File: config.mk
export PLATFORM = sky130hd
export DESIGN_NAME = trial_division_prime_test_unit
export DESIGN_NICKNAME = d
export VERILOG_FILES = /design/src/rtl/tdp_pkg.sv /design/src/rtl/tdp_dp.sv /design/src/rtl/tdp_ctrl.sv /design/src/rtl/trial_division_prime_test_unit.sv
export SDC_FILE = /design/constraint.sdc
export NUM_CORES = 1
export LEC_CHECK = 0
export ABC_AREA = 1
export BUFFER_PORTS_ARGS = -buffer_cell sky130_fd_sc_hd__buf_2
export CAP_MARGIN = 5
export CORE_ASPECT_RATIO = 0.9
export CORE_MARGIN = 5
export CORE_UTILIZATION = 60
export CTS_CLUSTER_SIZE = 40
export DETAILED_ROUTE_END_ITERATION = 10
export PLACE_DENSITY = 0.78
export REMOVE_ABC_BUFFERS = 1
export SLEW_MARGIN = 20
export SYNTH_ARGS = -nofsm -noshare
export SYNTH_HDL_FRONTEND = slang
export SYNTH_SLANG_ARGS = --single-unit
File: constraint.sdc
create_clock -name i_clk -period 7.27 [get_ports i_clk]
set_input_delay 1.0905 -clock i_clk [delete_from_list [all_inputs] [get_ports i_clk]]
set_output_delay 1.0905 -clock i_clk [all_outputs]
set_load 0.02 [all_outputs]
File: src/rtl/tdp_pkg.sv
// Package for the trial division prime test unit.
// Holds the value width, derived widths and the controller/datapath structs.
// No dependencies.
`default_nettype none

package tdp_pkg;

    localparam int VALUE_WIDTH = 32;
    localparam int IN_TDATA_W  = ((VALUE_WIDTH + 7) / 8) * 8;
    localparam int OUT_TDATA_W = 8;
    localparam int CNT_W       = $clog2(VALUE_WIDTH);
    localparam int REM_W       = VALUE_WIDTH + 1;
    localparam int SQ_W        = VALUE_WIDTH + 2;

    typedef struct packed {
        logic load;
        logic div_start;
        logic div_step;
        logic advance;
    } t_cmd;

    typedef struct packed {
        logic lt2;
        logic sq_gt;
        logic cnt_zero;
        logic rem_zero;
    } t_stat;

endpackage

`default_nettype wire

File: src/rtl/tdp_dp.sv
// Datapath: magnitude, trial divisor, running square and bit-serial remainder.
// Depends on tdp_pkg.
`default_nettype none

module tdp_dp (
    input  wire logic                               i_clk,
    input  wire tdp_pkg::t_cmd                      i_cmd,
    input  wire logic [tdp_pkg::VALUE_WIDTH-1:0]    i_value,
    output tdp_pkg::t_stat                          o_stat
);

    logic [tdp_pkg::VALUE_WIDTH-1:0] r_mag, n_mag;
    logic [tdp_pkg::VALUE_WIDTH-1:0] r_div, n_div;
    logic [tdp_pkg::SQ_W-1:0]        r_sq, n_sq;
    logic [tdp_pkg::REM_W-1:0]       r_rem, n_rem;
    logic [tdp_pkg::CNT_W-1:0]       r_cnt, n_cnt;
    logic [tdp_pkg::REM_W-1:0]       w_shift;
    logic [tdp_pkg::REM_W-1:0]       w_div_ext;

    assign w_shift   = {r_rem[tdp_pkg::VALUE_WIDTH-1:0], r_mag[r_cnt]};
    assign w_div_ext = {1'b0, r_div};

    always_comb begin
        n_mag = r_mag;
        n_div = r_div;
        n_sq  = r_sq;
        n_rem = r_rem;
        n_cnt = r_cnt;
        if (i_cmd.load) begin
            n_mag = i_value[tdp_pkg::VALUE_WIDTH-1] ? (~i_value + 1'b1) : i_value;
            n_div = tdp_pkg::VALUE_WIDTH'(2);
            n_sq  = tdp_pkg::SQ_W'(4);
        end
        if (i_cmd.div_start) begin
            n_rem = '0;
            n_cnt = tdp_pkg::CNT_W'(tdp_pkg::VALUE_WIDTH - 1);
        end
        if (i_cmd.div_step) begin
            n_rem = (w_shift >= w_div_ext) ? (w_shift - w_div_ext) : w_shift;
            n_cnt = r_cnt - 1'b1;
        end
        if (i_cmd.advance) begin
            n_div = r_div + 1'b1;
            n_sq  = r_sq + {1'b0, r_div, 1'b1};
        end
    end

    always_ff @(posedge i_clk) begin
        r_mag <= n_mag;
        r_div <= n_div;
        r_sq  <= n_sq;
        r_rem <= n_rem;
        r_cnt <= n_cnt;
    end

    assign o_stat.lt2      = (r_mag < tdp_pkg::VALUE_WIDTH'(2));
    assign o_stat.sq_gt    = (r_sq > {2'b00, r_mag});
    assign o_stat.cnt_zero = (r_cnt == '0);
    assign o_stat.rem_zero = (r_rem == '0);

endmodule

`default_nettype wire

File: src/rtl/tdp_ctrl.sv
// Controller: sequences the trial divisions and owns the result register.
// Depends on tdp_pkg.
`default_nettype none

module tdp_ctrl (
    input  wire logic           i_clk,
    input  wire logic           i_rst_n,
    input  wire logic           i_s_tvalid,
    output logic                o_s_tready,
    output logic                o_m_tvalid,
    input  wire logic           i_m_tready,
    output logic                o_is_prime,
    output tdp_pkg::t_cmd       o_cmd,
    input  wire tdp_pkg::t_stat i_stat
);

    localparam logic [2:0] S_IDLE  = 3'd0;
    localparam logic [2:0] S_CHECK = 3'd1;
    localparam logic [2:0] S_DIV   = 3'd2;
    localparam logic [2:0] S_EVAL  = 3'd3;
    localparam logic [2:0] S_DONE  = 3'd4;

    logic [2:0] r_state, n_state;
    logic       r_res, n_res;
    logic       r_out_valid, n_out_valid;
    logic       r_out_data, n_out_data;

    always_comb begin
        n_state     = r_state;
        n_res       = r_res;
        n_out_valid = r_out_valid;
        n_out_data  = r_out_data;
        o_cmd       = '0;
        o_s_tready  = 1'b0;
        if (r_out_valid && i_m_tready) begin
            n_out_valid = 1'b0;
        end
        unique case (r_state)
            S_IDLE: begin
                o_s_tready = 1'b1;
                if (i_s_tvalid) begin
                    o_cmd.load = 1'b1;
                    n_state    = S_CHECK;
                end
            end
            S_CHECK: begin
                if (i_stat.lt2) begin
                    n_res   = 1'b0;
                    n_state = S_DONE;
                end else if (i_stat.sq_gt) begin
                    n_res   = 1'b1;
                    n_state = S_DONE;
                end else begin
                    o_cmd.div_start = 1'b1;
                    n_state         = S_DIV;
                end
            end
            S_DIV: begin
                o_cmd.div_step = 1'b1;
                if (i_stat.cnt_zero) begin
                    n_state = S_EVAL;
                end
            end
            S_EVAL: begin
                if (i_stat.rem_zero) begin
                    n_res   = 1'b0;
                    n_state = S_DONE;
                end else begin
                    o_cmd.advance = 1'b1;
                    n_state       = S_CHECK;
                end
            end
            S_DONE: begin
                if (!r_out_valid || i_m_tready) begin
                    n_out_valid = 1'b1;
                    n_out_data  = r_res;
                    n_state     = S_IDLE;
                end
            end
            default: begin
                n_state = S_IDLE;
            end
        endcase
    end

    always_ff @(posedge i_clk) begin
        if (!i_rst_n) begin
            r_state     <= S_IDLE;
            r_out_valid <= 1'b0;
        end else begin
            r_state     <= n_state;
            r_out_valid <= n_out_valid;
        end
        r_res      <= n_res;
        r_out_data <= n_out_data;
    end

    assign o_m_tvalid = r_out_valid;
    assign o_is_prime = r_out_data;

endmodule

`default_nettype wire

File: src/rtl/trial_division_prime_test_unit.sv
// Latency: magnitudes below 2 or equal to 2 or 3 are decided without a trial division;
// otherwise it grows with the number k of trial divisors tried, until one divides or the
// square bound ends the search (k up to about 46340 at 32 bits), and is set by the
// bit-serial remainder loop; a stalled result word adds its stall.
// Throughput: one word in flight; the next word is taken once the result is registered.
// Reset: synchronous active-low, clears the controller state and output valid.
`default_nettype none

module trial_division_prime_test_unit (
    input  wire logic                               i_clk,
    input  wire logic                               i_rst_n,
    input  wire logic                               i_s_axis_tvalid,
    output logic                                    o_s_axis_tready,
    input  wire logic [tdp_pkg::IN_TDATA_W-1:0]     i_s_axis_tdata,  // [31:0] value
    output logic                                    o_m_axis_tvalid,
    input  wire logic                               i_m_axis_tready,
    output logic [tdp_pkg::OUT_TDATA_W-1:0]         o_m_axis_tdata   // [0] is_prime, zero pad
);

    tdp_pkg::t_cmd  w_cmd;
    tdp_pkg::t_stat w_stat;
    logic           w_is_prime;

    tdp_ctrl u_ctrl (
        .i_clk      (i_clk),
        .i_rst_n    (i_rst_n),
        .i_s_tvalid (i_s_axis_tvalid),
        .o_s_tready (o_s_axis_tready),
        .o_m_tvalid (o_m_axis_tvalid),
        .i_m_tready (i_m_axis_tready),
        .o_is_prime (w_is_prime),
        .o_cmd      (w_cmd),
        .i_stat     (w_stat)
    );

    tdp_dp u_dp (
        .i_clk   (i_clk),
        .i_cmd   (w_cmd),
        .i_value (i_s_axis_tdata[tdp_pkg::VALUE_WIDTH-1:0]),
        .o_stat  (w_stat)
    );

    assign o_m_axis_tdata = {{(tdp_pkg::OUT_TDATA_W-1){1'b0}}, w_is_prime};

`ifndef SYNTHESIS
    a_busy_after_accept: assert property (@(posedge i_clk) disable iff (!i_rst_n)
        (i_s_axis_tvalid && o_s_axis_tready) |=> !o_s_axis_tready)
        else $error("input accepted while a word is in progress");

    a_no_div_when_ready: assert property (@(posedge i_clk) disable iff (!i_rst_n)
        o_s_axis_tready |-> !(w_cmd.div_step || w_cmd.div_start || w_cmd.advance))
        else $error("divider active while ready for input");
`endif

endmodule

`default_nettype wire
==> results of run 1 <==
area by class of cell:
| class | instances | area share, % |
|---|---|---|
| clock inverter | 10 | 0.8726 |
| inverter | 226 | 6.431 |
| sequential | 142 | 32.02 |
| timing repair buffer | 43 | 1.726 |
| tap | 255 | 2.419 |
| multi-input combinational | 1297 | 53.01 |
| clock buffer | 22 | 3.519 |
cells in the mapped netlist, types with 3 or more instances:
master / number
inv_2: 5
buf_2: 7
or2_2: 8
nand2_2: 7
nand2_1: 349
a21oi_2: 3
edfxtp_1: 138
nor2_2: 6
xnor2_1: 14
a21oi_1: 148
a21o_1: 12
clkbuf_1: 10
o211ai_1: 3
o21bai_1: 6
o21ai_1: 11
dfxtp_1: 4
ha_1: 99
nor2_1: 270
nor3_1: 39
a21boi_0: 3
nand3_1: 72
xor2_1: 42
nor3_2: 5
o21ai_0: 111
o21a_1: 5
buf_4: 10
nand3_2: 3
a31oi_1: 7
nor3b_1: 6
inv_1: 220
nor4_1: 17
nand4_1: 25
power groups by stage:
stage	combinational [mW]	clock [mW]	sequential (mW)
2_1_floorplan	0.970	0	1.15
3_3_place_gp	1.28	0	1.18
3_5_place_dp	1.31	0	1.18
4_1_cts	1.32	0.877	1.16
5_1_grt	1.51	0.920	1.17
6_report	1.36	0.873	1.16
worst max-delay path, cell delays in order (launching register included):
cell	delay (ps)
edfxtp_1	690
inv_1	370
a21oi_1	220
o21ai_0	120
nand3_1	100
nand3_1	80
nand3_1	80
nand2_1	120
ha_1	210
inv_1	80
nand3_1	80
nand2_2	130
nand2_2	60
nand2_2	80
nand2_1	70
nand2_2	80
nand2_1	60
nand3_2	100
nand2_2	90
nand2_4	380
inv_2	340
nor2_1	200
nor2_1	60
flip-flops by register name, indices dropped and copies added (netlist names):
register and flops:
u_ctrl.o_is_prime 1, u_ctrl.o_m_tvalid 1, u_ctrl.r_res 1, u_ctrl.r_state 3
u_dp.r_cnt 5, u_dp.r_div 32, u_dp.r_mag 32, u_dp.r_rem 33
u_dp.r_sq 34
stage by stage:
stage / cells / utilization [%] / hold slack [ps]
CTS: 1995 / 66.00 / 441.1
detailed placement: 1963 / 63.10 / 413.0
global route: 1995 / 66.00 / 458.0
finish: 1995 / 66.00 / 433.7
global placement: 1963 / 63.10 / 418.4
floorplan: 1665 / - / 400.3
worst max-delay path by stage:
stage	end	cells past startpoint	slack, ps	from
after global placement	u_dp.r_rem[22]$_SDFFCE_PN0P_	22	3530	u_dp.r_cnt[0]$_SDFFCE_PN1P_
after floorplan	u_dp.r_div[0]$_SDFFCE_PN0P_	2	910	i_s_axis_tvalid
final	u_dp.r_rem[25]$_SDFFCE_PN0P_	22	3200	u_dp.r_cnt[0]$_SDFFCE_PN1P_
after CTS	u_dp.r_rem[25]$_SDFFCE_PN0P_	22	3290	u_dp.r_cnt[0]$_SDFFCE_PN1P_
after global routing	u_dp.r_rem[1]$_SDFFCE_PN0P_	22	2880	u_dp.r_cnt[0]$_SDFFCE_PN1P_
after detailed placement	u_dp.r_rem[25]$_SDFFCE_PN0P_	22	3290	u_dp.r_cnt[0]$_SDFFCE_PN1P_
metal layers:
layer | GRT usage (%) | part of all wire, % | vias to the layer above
li1 | - | - | 5734
met1 | 45.80 | 47 | 5393
met2 | 40.49 | 41 | 534
met3 | 6.807 | 11 | 37
met4 | 6.108 | 1.2 | 0
met5 | 0 | 0 | -
cell families after synthesis:
group / count (synthesis)
xor gates and xnor gates: 56
buffers and inverters: 257
AOI/OAI and AO/OA: 316
DFF: 142
and+or+nand+nor: 817
other: 1
adders and majority gates: 101
==> impl_metrics.toml, run 1 <==
[synth]
synth_top_family_by_area = "simple AND/OR/NAND/NOR gates"
syn_area_per_cell_um2 = 7.221
synth_cell_types = 51
yosysWarnings = 0
synthAdderAreaFrac_pct = 10.48
ys_ff_latch = 142
synth_xor_xnor_area_share_pct = 4.019
ys.flop_type = "edfxtp_1"
yosysSeqAreaShare_pct = 34.61
synth_compound_area_share_pct = 13.88
synthMuxAreaShare_pct = 0
synth.top_cell.area_share_pct = 33.96
synthCells = 1690
netlist_area_mm2 = 0.01220
ys_top_cells_by_area = "edfxtp_1 (34%), nand2_1 (11%), ha_1 (10%), nor2_1 (8.3%), inv_1 (6.8%)"
synthSimpleGateAreaFrac_pct = 28.54
synth_edf_count = 138
async_flop_share_pct = 0
yosysTopAreaCell = "edfxtp_1"

[clocking]
clock_latency_ps = 430
cts_tree = "done"
clockRootBuffer = "clkbuf_16"
holdBufCountCts = 0
cts_setup_buffers = 0
clk_pin_slew_worst_paths_ps = 60
htree_num_levels = 4
cts_resized = 0
cts_inserted_buffers = 17
clock-sinks = 142
clk_path_buf_depth = 2

[setup_path]
timing.rr.end = "u_dp.r_rem[25]$_SDFFCE_PN0P_"
timing.rr.start = "u_dp.r_cnt[0]$_SDFFCE_PN1P_"
arrival_ps = 4250
cp.required_ps = 7460
worstSetupEndpointType = "register"
crit_fanout = 40
rrSetupSlack_ps = 3200
crit_type = "register to register"
worst_r2r_path_depth = 22
startpoint_type = "register"

[floorplanning]
rows = 49
dieHeight_um = 145.3
fp.dieW_um = 160.3
start_util_pct = 61.06
die-area_mm2 = 0.02330
ios = 46
core_area_mm2 = 0.01999

[timing]
maxSlewViolCount = 0
rsz0062_at_grt = "false"
setup_viol = 0
clock_skew_ps = 12.81
fin_ws_ps = 3203
hold_violations = 0
slew_headroom_pct = 25.13
fmax_mhz = 245.9
finalCritPeriodShare_pct = 55.94
tightest_slew_ps = 1116
period_needed_ps = 4067
final.setup.tns_ps = 0

[drt]
vias = 11698
routed_wl_um = 34860
drtIter0Drc = 1454
ant_nets = 0
wl_per_cell_um = 17.47
drcViolationCount = 0
via_per_inst = 5.864
drt_pre_antenna_iters = 7

[cells_and_area]
final_area_mm2 = 0.01319
area_delta_synth_final_pct = 8.089
final_cell_mix = "nand2_1 (349), nor2_1 (269), inv_1 (219)"
fillers = 1755
final_common_cell = "nand2_1"
multi_input_area_mm2 = 0.006993
drive_above_1_share_pct = 6.667
diodes = 0
seqCellArea_mm2 = 0.004224
final_nets = 1864

[pwr]
pwr-share-seq_pct = 34.3
p_leak_nw = 5.758
p_sw_share_pct = 41.04
power.internal_mw = 2.001
p_switching_mw = 1.393
power_mw = 3.393
power_frac_comb_pct = 40.0
vdd_drop_max_mv = 0.2542
p_per_area_mw_per_mm2 = 257.2
clkPwrFrac_pct = 25.7

[grt]
grt_use_total_pct = 29.05
grt_max_degree = 67
grt-ovfl-total = 0
grt_pass1_vias = 10261
antenna_found_initial = 0
grt_pass1_wl_um = 53940

[placed_design]
preCtsSetupSlack_ps = 3287
place_area_mm2 = 0.01261
portBuffers = 38
gp_congestion = 1.037
dp_hpwl_um = 27380

[hold_path]
worstHoldPathType = "register to register"
hold_depth = 0
hold_start = "u_ctrl.r_res$_SDFFCE_PN0P_"
hold_end = "u_ctrl.o_is_prime$_DFFE_PP_"

[run_status]
status = "finished, final reports clean"

[run]
cap_viol_max_count = 0
No activity file was read; power rests on OpenSTA's default activity.
==> run 2, diff against run 1 <==
CORE_UTILIZATION = 58   (was 60)
clock period = 3.4 ns   (was 7.27 ns; I/O delays follow)
==> run 2 against run 1 <==
Effect of this change:
- total power grew 120%
- utilization is 1.3 points lower
- hold slack worse by 140 ps
- setup slack got worse by 3000 ps
- critical path depth grew 2
- first-iteration DRC count decreased by 4.1%
- cell area rose by 1.9%
- clock skew shrank 1.1 ps
- die area is 3.2% higher
- final cell count rose by 2.3%
- combinational power grew 120%
- critical endpoint is now u_dp.r_rem[29]$_SDFFCE_PN0P_
- largest cell class unchanged
==> impl_metrics.toml, run 2 (same netlist as run 1, synthesis figures left out) <==
[setup_path]
worst_r2r_path_depth = 24
cp.required_ps = 3590
timing.rr.end = "u_dp.r_rem[29]$_SDFFCE_PN0P_"
arrival_ps = 3390
crit_fanout = 12
cp_slowest_cell = "edfxtp_1"
path_cells = "buf_4 > clkinvlp_4 > a21oi_1 > o21ai_0 > nand3_1 > nand3_1 > nand3_1 > nand2_2 > ha_1 > inv_1 > nand3_1 > nand2_2 > nand2_2 > nand2_2 > nand2_1 > nand2_2 > nand2_1 > nand3_2 > nand2_2 > nand2_4 > buf_4 > nand2_1 > nor2_1 > nor2_1"
cpMostUsedCell = "nand2_2"
cpPeakStageDelay_ps = 430
startpoint_type = "register"
crit_type = "register to register"
rrSetupSlack_ps = 200
cp_top_family = "simple AND/OR/NAND/NOR gates"
critPathBufInv = 4
timing.rr.start = "u_dp.r_cnt[0]$_SDFFCE_PN1P_"
worstSetupEndpointType = "register"
worstSetupPathDepth = 24

[drt]
drcViolationCount = 0
via_per_inst = 5.684
ant_nets = 0
routed_wl_um = 36470
vias = 11595
drtIter0Drc = 1395
wl_per_cell_um = 17.88
drt_pre_antenna_iters = 6

[hold_path]
hold_end = "u_dp.r_mag[0]$_DFFE_PP_"
hold_depth = 1
worstHoldPathType = "primary input to register"
hold_start = "i_s_axis_tdata[0]"

[placed_design]
portBuffers = 38
gp_congestion = 0.9825
dp_hpwl_um = 29040

[grt]
grt_use_total_pct = 30.33
grt_pass1_vias = 10723
antenna_found_initial = 0
grt-ovfl-total = 0
grt_max_degree = 67
grt_pass1_wl_um = 57300

[pwr]
vdd_drop_max_mv = 0.6024
power_frac_comb_pct = 40.2
power.internal_mw = 4.378
clkPwrFrac_pct = 26.4
p_switching_mw = 3.098
p_sw_share_pct = 41.44
p_per_area_mw_per_mm2 = 556.1
p_leak_nw = 5.861
pwr-share-seq_pct = 33.4

[floorplanning]
dieHeight_um = 147.6
core_area_mm2 = 0.02077
fp.dieW_um = 162.9
die-area_mm2 = 0.02405
start_util_pct = 58.76
rows = 50
ios = 46

[cells_and_area]
largestRegisters = "u_dp.r_sq: 34 flops, u_dp.r_rem: 33 flops"
drive_above_1_share_pct = 8.153
final_common_cell = "nand2_1"
final_cell_mix = "nand2_1 (348), nor2_1 (268), inv_1 (218)"
final_nets = 1878
area_delta_synth_final_pct = 10.15
top_register = "u_dp.r_sq"
diodes = 0
largest_reg_flops = 34

[timing]
hold_ws_ps = 289.7
tightest_slew_ps = 875.2
fmax_mhz = 312.6
clock_skew_ps = 11.69
maxSlewViolCount = 0
final.setup.tns_ps = 0
slew_headroom_pct = 41.65
hold_violations = 0
period_needed_ps = 3199
finalCritPeriodShare_pct = 94.10
setup_viol = 0

[clocking]
cts_tree = "done"
clockRootBuffer = "clkbuf_16"
clock_latency_ps = 430
holdBufCountCts = 0
cts_inserted_buffers = 17
clock-sinks = 142
clk_pin_slew_worst_paths_ps = 70
clk_path_buf_depth = 2
htree_num_levels = 4

[run]
cap_viol_max_count = 0

[run_status]
status = "finished, final reports clean"
[run 2: how the worst max path moves through the flow]
stage / slack, ps / end / from
2_1_floorplan: -2940 / u_dp.r_div[0]$_SDFFCE_PN0P_ / u_ctrl.r_state[0]$_SDFFE_PN0P_
3_3_place_gp: 140 / u_dp.r_rem[18]$_SDFFCE_PN0P_ / u_dp.r_cnt[0]$_SDFFCE_PN1P_
3_5_place_dp: -60 / u_dp.r_rem[30]$_SDFFCE_PN0P_ / u_dp.r_cnt[0]$_SDFFCE_PN1P_
4_1_cts: 3 / u_dp.r_rem[30]$_SDFFCE_PN0P_ / u_dp.r_cnt[0]$_SDFFCE_PN1P_
5_1_grt: -50 / u_dp.r_rem[27]$_SDFFCE_PN0P_ / u_dp.r_cnt[0]$_SDFFCE_PN1P_
6_report: 200 / u_dp.r_rem[29]$_SDFFCE_PN0P_ / u_dp.r_cnt[0]$_SDFFCE_PN1P_
[run 2: timing repair]
item	4_1_cts	5_1_grt
resized for setup	1	16
pin swaps	0	1
buffers inserted	0	2
cloned	0	1
endpoints found under the setup margin	2	32
[run 2: metrics by stage]
step / cell area [µm²] / util [%] / instances / power [mW] / setup WS, ps
global placement: 12760 / 61.43 / 2005 / 5.358 / 136.8
floorplan: 12050 / - / 1665 / 4.531 / -2938
finish: 13440 / 64.72 / 2040 / 7.475 / 200.7
CTS: 13370 / 64.39 / 2037 / 7.391 / 3.018
detailed placement: 12760 / 61.43 / 2005 / 5.418 / -63.79
global route: 13440 / 64.72 / 2040 / 7.970 / -48.84
[run 2: power groups by stage]
| stage | logic (mW) | registers, mW | clock network, mW |
|---|---|---|---|
| after floorplan | 2.07 | 2.46 | 0 |
| after global placement | 2.84 | 2.52 | 0 |
| after detailed placement | 2.90 | 2.52 | 0 |
| after CTS | 2.92 | 2.49 | 1.99 |
| after global routing | 3.37 | 2.51 | 2.09 |
| final | 3.01 | 2.49 | 1.97 |
[run 2: area by class of cell]
type	count	area (µm²)
Timing Repair Buffer	56	357.8
Clock buffer	17	425.4
Fill cell	1902	7327
Clock inverter	15	186.4
Sequential cell	142	4224
Inverter	226	858.3
Tap cell	286	357.8
Timing Repair inverter	1	7.507
Multi-Input combinational cell	1297	7025
[run 2: routing by layer]
metal  global-route usage, %  wire, µm  up-vias
met5                   2.273        74        -
met4                   5.702       422        2
met3                   10.51      3872       34
met2                   41.04     14590      494
met1                   46.72     17510     5308
li1                        -         -     5757
==> run 3, diff against run 2 <==
ABC_AREA = unset   (was 1)
CORE_UTILIZATION = 57   (was 58)
PLACE_DENSITY = 0.77   (was 0.78)
==> run 3 against run 2 <==
Effect of this change:
- the run now ends with negative setup slack left
- first-iteration DRC count decreased by 54%
- hold slack better by 7.2 ps
- combinational power down 52%
- global-route usage fell by 6.4 points
- flip-flop and latch count is the same
- synthesized area decreased by 10%
- wire length decreased by 29%
- highest routed layer is now met4
- clock-buffer cell count rose by 2
- utilization increased by 2.8 points
- fmax fell by 23%
- critical path depth decreased by 7
- critical path type unchanged
- sequential power down 13%
==> impl_metrics.toml, run 3 <==
[drt]
routed_wl_um = 26040
vias = 9007
drcViolationCount = 0
drt_pre_antenna_iters = 5
wl_per_cell_um = 17.16
via_per_inst = 5.937
ant_nets = 0
drtIter0Drc = 645

[synth]
synth_edf_count = 138
synth_cell_types = 63
ys.flop_type = "edfxtp_1"
netlist_area_mm2 = 0.01097
ys_ff_latch = 142
yosysTopAreaCell = "edfxtp_1"
yosysWarnings = 0
synth.most_common_cell = "edfxtp_1"
yosys-top-cells-count = "edfxtp_1 (138), nor2_1 (130), ha_1 (99)"
synth.top_cell.area_share_pct = 37.76
async_flop_share_pct = 0
ys_top_cells_by_area = "edfxtp_1 (38%), ha_1 (11%), xnor2_1 (7.7%), nor2_1 (4.4%), a21o_1 (3.2%)"
synthCells = 1140
yosysSeqAreaShare_pct = 38.49
syn_area_per_cell_um2 = 9.627

[run]
cap_viol_max_count = 0

[timing]
slew_headroom_pct = 48.38
rsz0062_at_grt = "true"
tightest_slew_ps = 767.2
fmax_mhz = 240.7
finalCritPeriodShare_pct = 122.2
period_needed_ps = 4155
fin_ws_ps = -754.7
maxSlewViolCount = 0
clock_skew_ps = 8.293
setup_viol = 33
final.setup.tns_ps = -21590
hold_violations = 0

[setup_path]
path_cells = "buf_6 > mux4_2 > mux4_2 > mux2i_1 > buf_4 > ha_4 > inv_2 > fa_2 > a211oi_2 > o21a_1 > or3_4 > nand3_4 > a211o_1 > a21o_1 > a31oi_4 > xor2_1 > o21ai_1"
cp_top_family = "multiplexers"
cp.required_ps = 3580
startpoint_type = "register"
crit_type = "register to register"
arrival_ps = 4330
critPathBufInv = 3
cp_slowest_cell = "mux4_2"
cpMostUsedCell = "mux4_2"
rrSetupSlack_ps = -750
cpPeakStageDelay_ps = 510
worstSetupEndpointType = "register"
crit_fanout = 4

[cells_and_area]
area_delta_synth_final_pct = 17.18
stdcell_count = 1517
largest_reg_flops = 34
final_nets = 1392
final_common_cell = "edfxtp_1"
largestRegisters = "u_dp.r_sq: 34 flops, u_dp.r_rem: 33 flops"
final_cell_mix = "edfxtp_1 (138), nor2_1 (130), ha_1 (98)"
final_area_mm2 = 0.01286
drive_above_1_share_pct = 16.26
diodes = 0
top_register = "u_dp.r_sq"

[clocking]
htree_num_levels = 4
clockRootBuffer = "clkbuf_16"
clk_pin_slew_worst_paths_ps = 60
clock_latency_ps = 430
cts_inserted_buffers = 17
cts_tree = "done"
clk_path_buf_depth = 2
holdBufCountCts = 0
clock-sinks = 142

[pwr]
p_switching_mw = 1.628
p_sw_share_pct = 30.43
p_per_area_mw_per_mm2 = 416.1
clkPwrFrac_pct = 33.0
power.internal_mw = 3.723
vdd_drop_max_mv = 0.3380
p_leak_nw = 5.266
pwr-share-seq_pct = 40.3
power_frac_comb_pct = 26.7

[grt]
grt_use_total_pct = 23.98
grt_pass1_wl_um = 42850
antenna_found_initial = 0
grt_pass1_vias = 8892
grt_max_degree = 67
grt-ovfl-total = 0

[floorplanning]
ios = 46
start_util_pct = 57.64
die-area_mm2 = 0.02213
fp.dieW_um = 156.3
rows = 48
dieHeight_um = 141.6
core_area_mm2 = 0.01904

[placed_design]
dp_cells = 1472
gp_congestion = 0.9588
place_area_mm2 = 0.01195
portBuffers = 38
dp_hpwl_um = 19120

[run_status]
status = "finished, violations left"
failed_checks = "negative setup slack"

[hold_path]
worstHoldPathType = "primary input to register"
## run 3: cell count changes in the layout (fill, tap and decap cells not counted), sizes merged, moves of 66 or more
cell and delta:
a21oi -89, buf +68, nor2 -148, o21ai -66, nand2 -289, xnor2 +83, inv -142
## run 3: per-stage QoR
stage	setup slack, ps	utilization (%)	power [mW]	hold WS [ps]
6_report	-754.7	67.55	5.351	296.9
2_1_floorplan	-1462	-	3.092	400.3
4_1_cts	-734.5	67.05	5.311	289.1
5_1_grt	-876.0	67.55	5.608	295.0
3_5_place_dp	-1002	62.75	3.484	434.9
3_3_place_gp	-890.4	62.75	3.449	467.0
## run 3: cells by family after synthesis
family | synth area share (%)
simple gates | 16.52
compound gates | 15.46
flops | 38.49
buf+inv | 4.332
xor+xnor | 9.178
fa+ha+maj | 11.65
mux | 4.332
other cells | 0.03417
## run 3: worst paths after layout
| kind | startpoint | endpoint | depth (start not counted) |
|---|---|---|---|
| max | u_dp.r_cnt[0]$_SDFFCE_PN1P_ | u_dp.r_rem[28]$_SDFFCE_PN0P_ | 17 |
| min | i_s_axis_tdata[0] | u_dp.r_mag[0]$_DFFE_PP_ | 1 |
| max reg2reg | u_dp.r_cnt[0]$_SDFFCE_PN1P_ | u_dp.r_rem[28]$_SDFFCE_PN0P_ | 17 |
| min reg2reg | u_ctrl.r_res$_SDFFCE_PN0P_ | u_ctrl.o_is_prime$_DFFE_PP_ | 0 |
## run 3: routing by layer
layer	GRT usage (%)	wire (µm)	vias to the layer above
met3	4.026	1605	58
li1	-	-	4408
met2	39.59	12200	312
met5	0	0	-
met1	32.19	11500	4229
met4	8.128	732	0
## run 3: layout make-up
type,instances,area (µm²)
clock buffer,19,432.9
timing repair buffer,125,969.7
clock inverter,12,115.1
inverter,83,311.5
tap,250,312.8
sequential,142,4224
fill,1428,6178
multi-input combinational,886,6494
## run 3: power groups by stage
stage,logic (mW),clock network [mW],registers [mW]
2_1_floorplan,0.928,0,2.16
3_3_place_gp,1.27,0,2.18
3_5_place_dp,1.29,0,2.19
4_1_cts,1.39,1.77,2.15
5_1_grt,1.58,1.86,2.17
6_report,1.43,1.77,2.16
## run 3: worst reg2reg max path, delay by kind of cell (launching register included)
family | cells | cell delay [ps]
flops | 1 | 400
buf+inv | 3 | 350
xor+xnor | 1 | 170
simple gates | 2 | 230
compound gates | 6 | 1090
fa+ha+maj | 2 | 500
mux | 3 | 1160
## run 3: what timing repair did
item | in CTS | in global routing
setup buffers | 9 | 6
setup endpoints to repair | 33 | 34
pin swaps | 11 | 16
cloned | 2 | 1
resized for setup | 34 | 23
hold endpoints to repair | 0 | 0
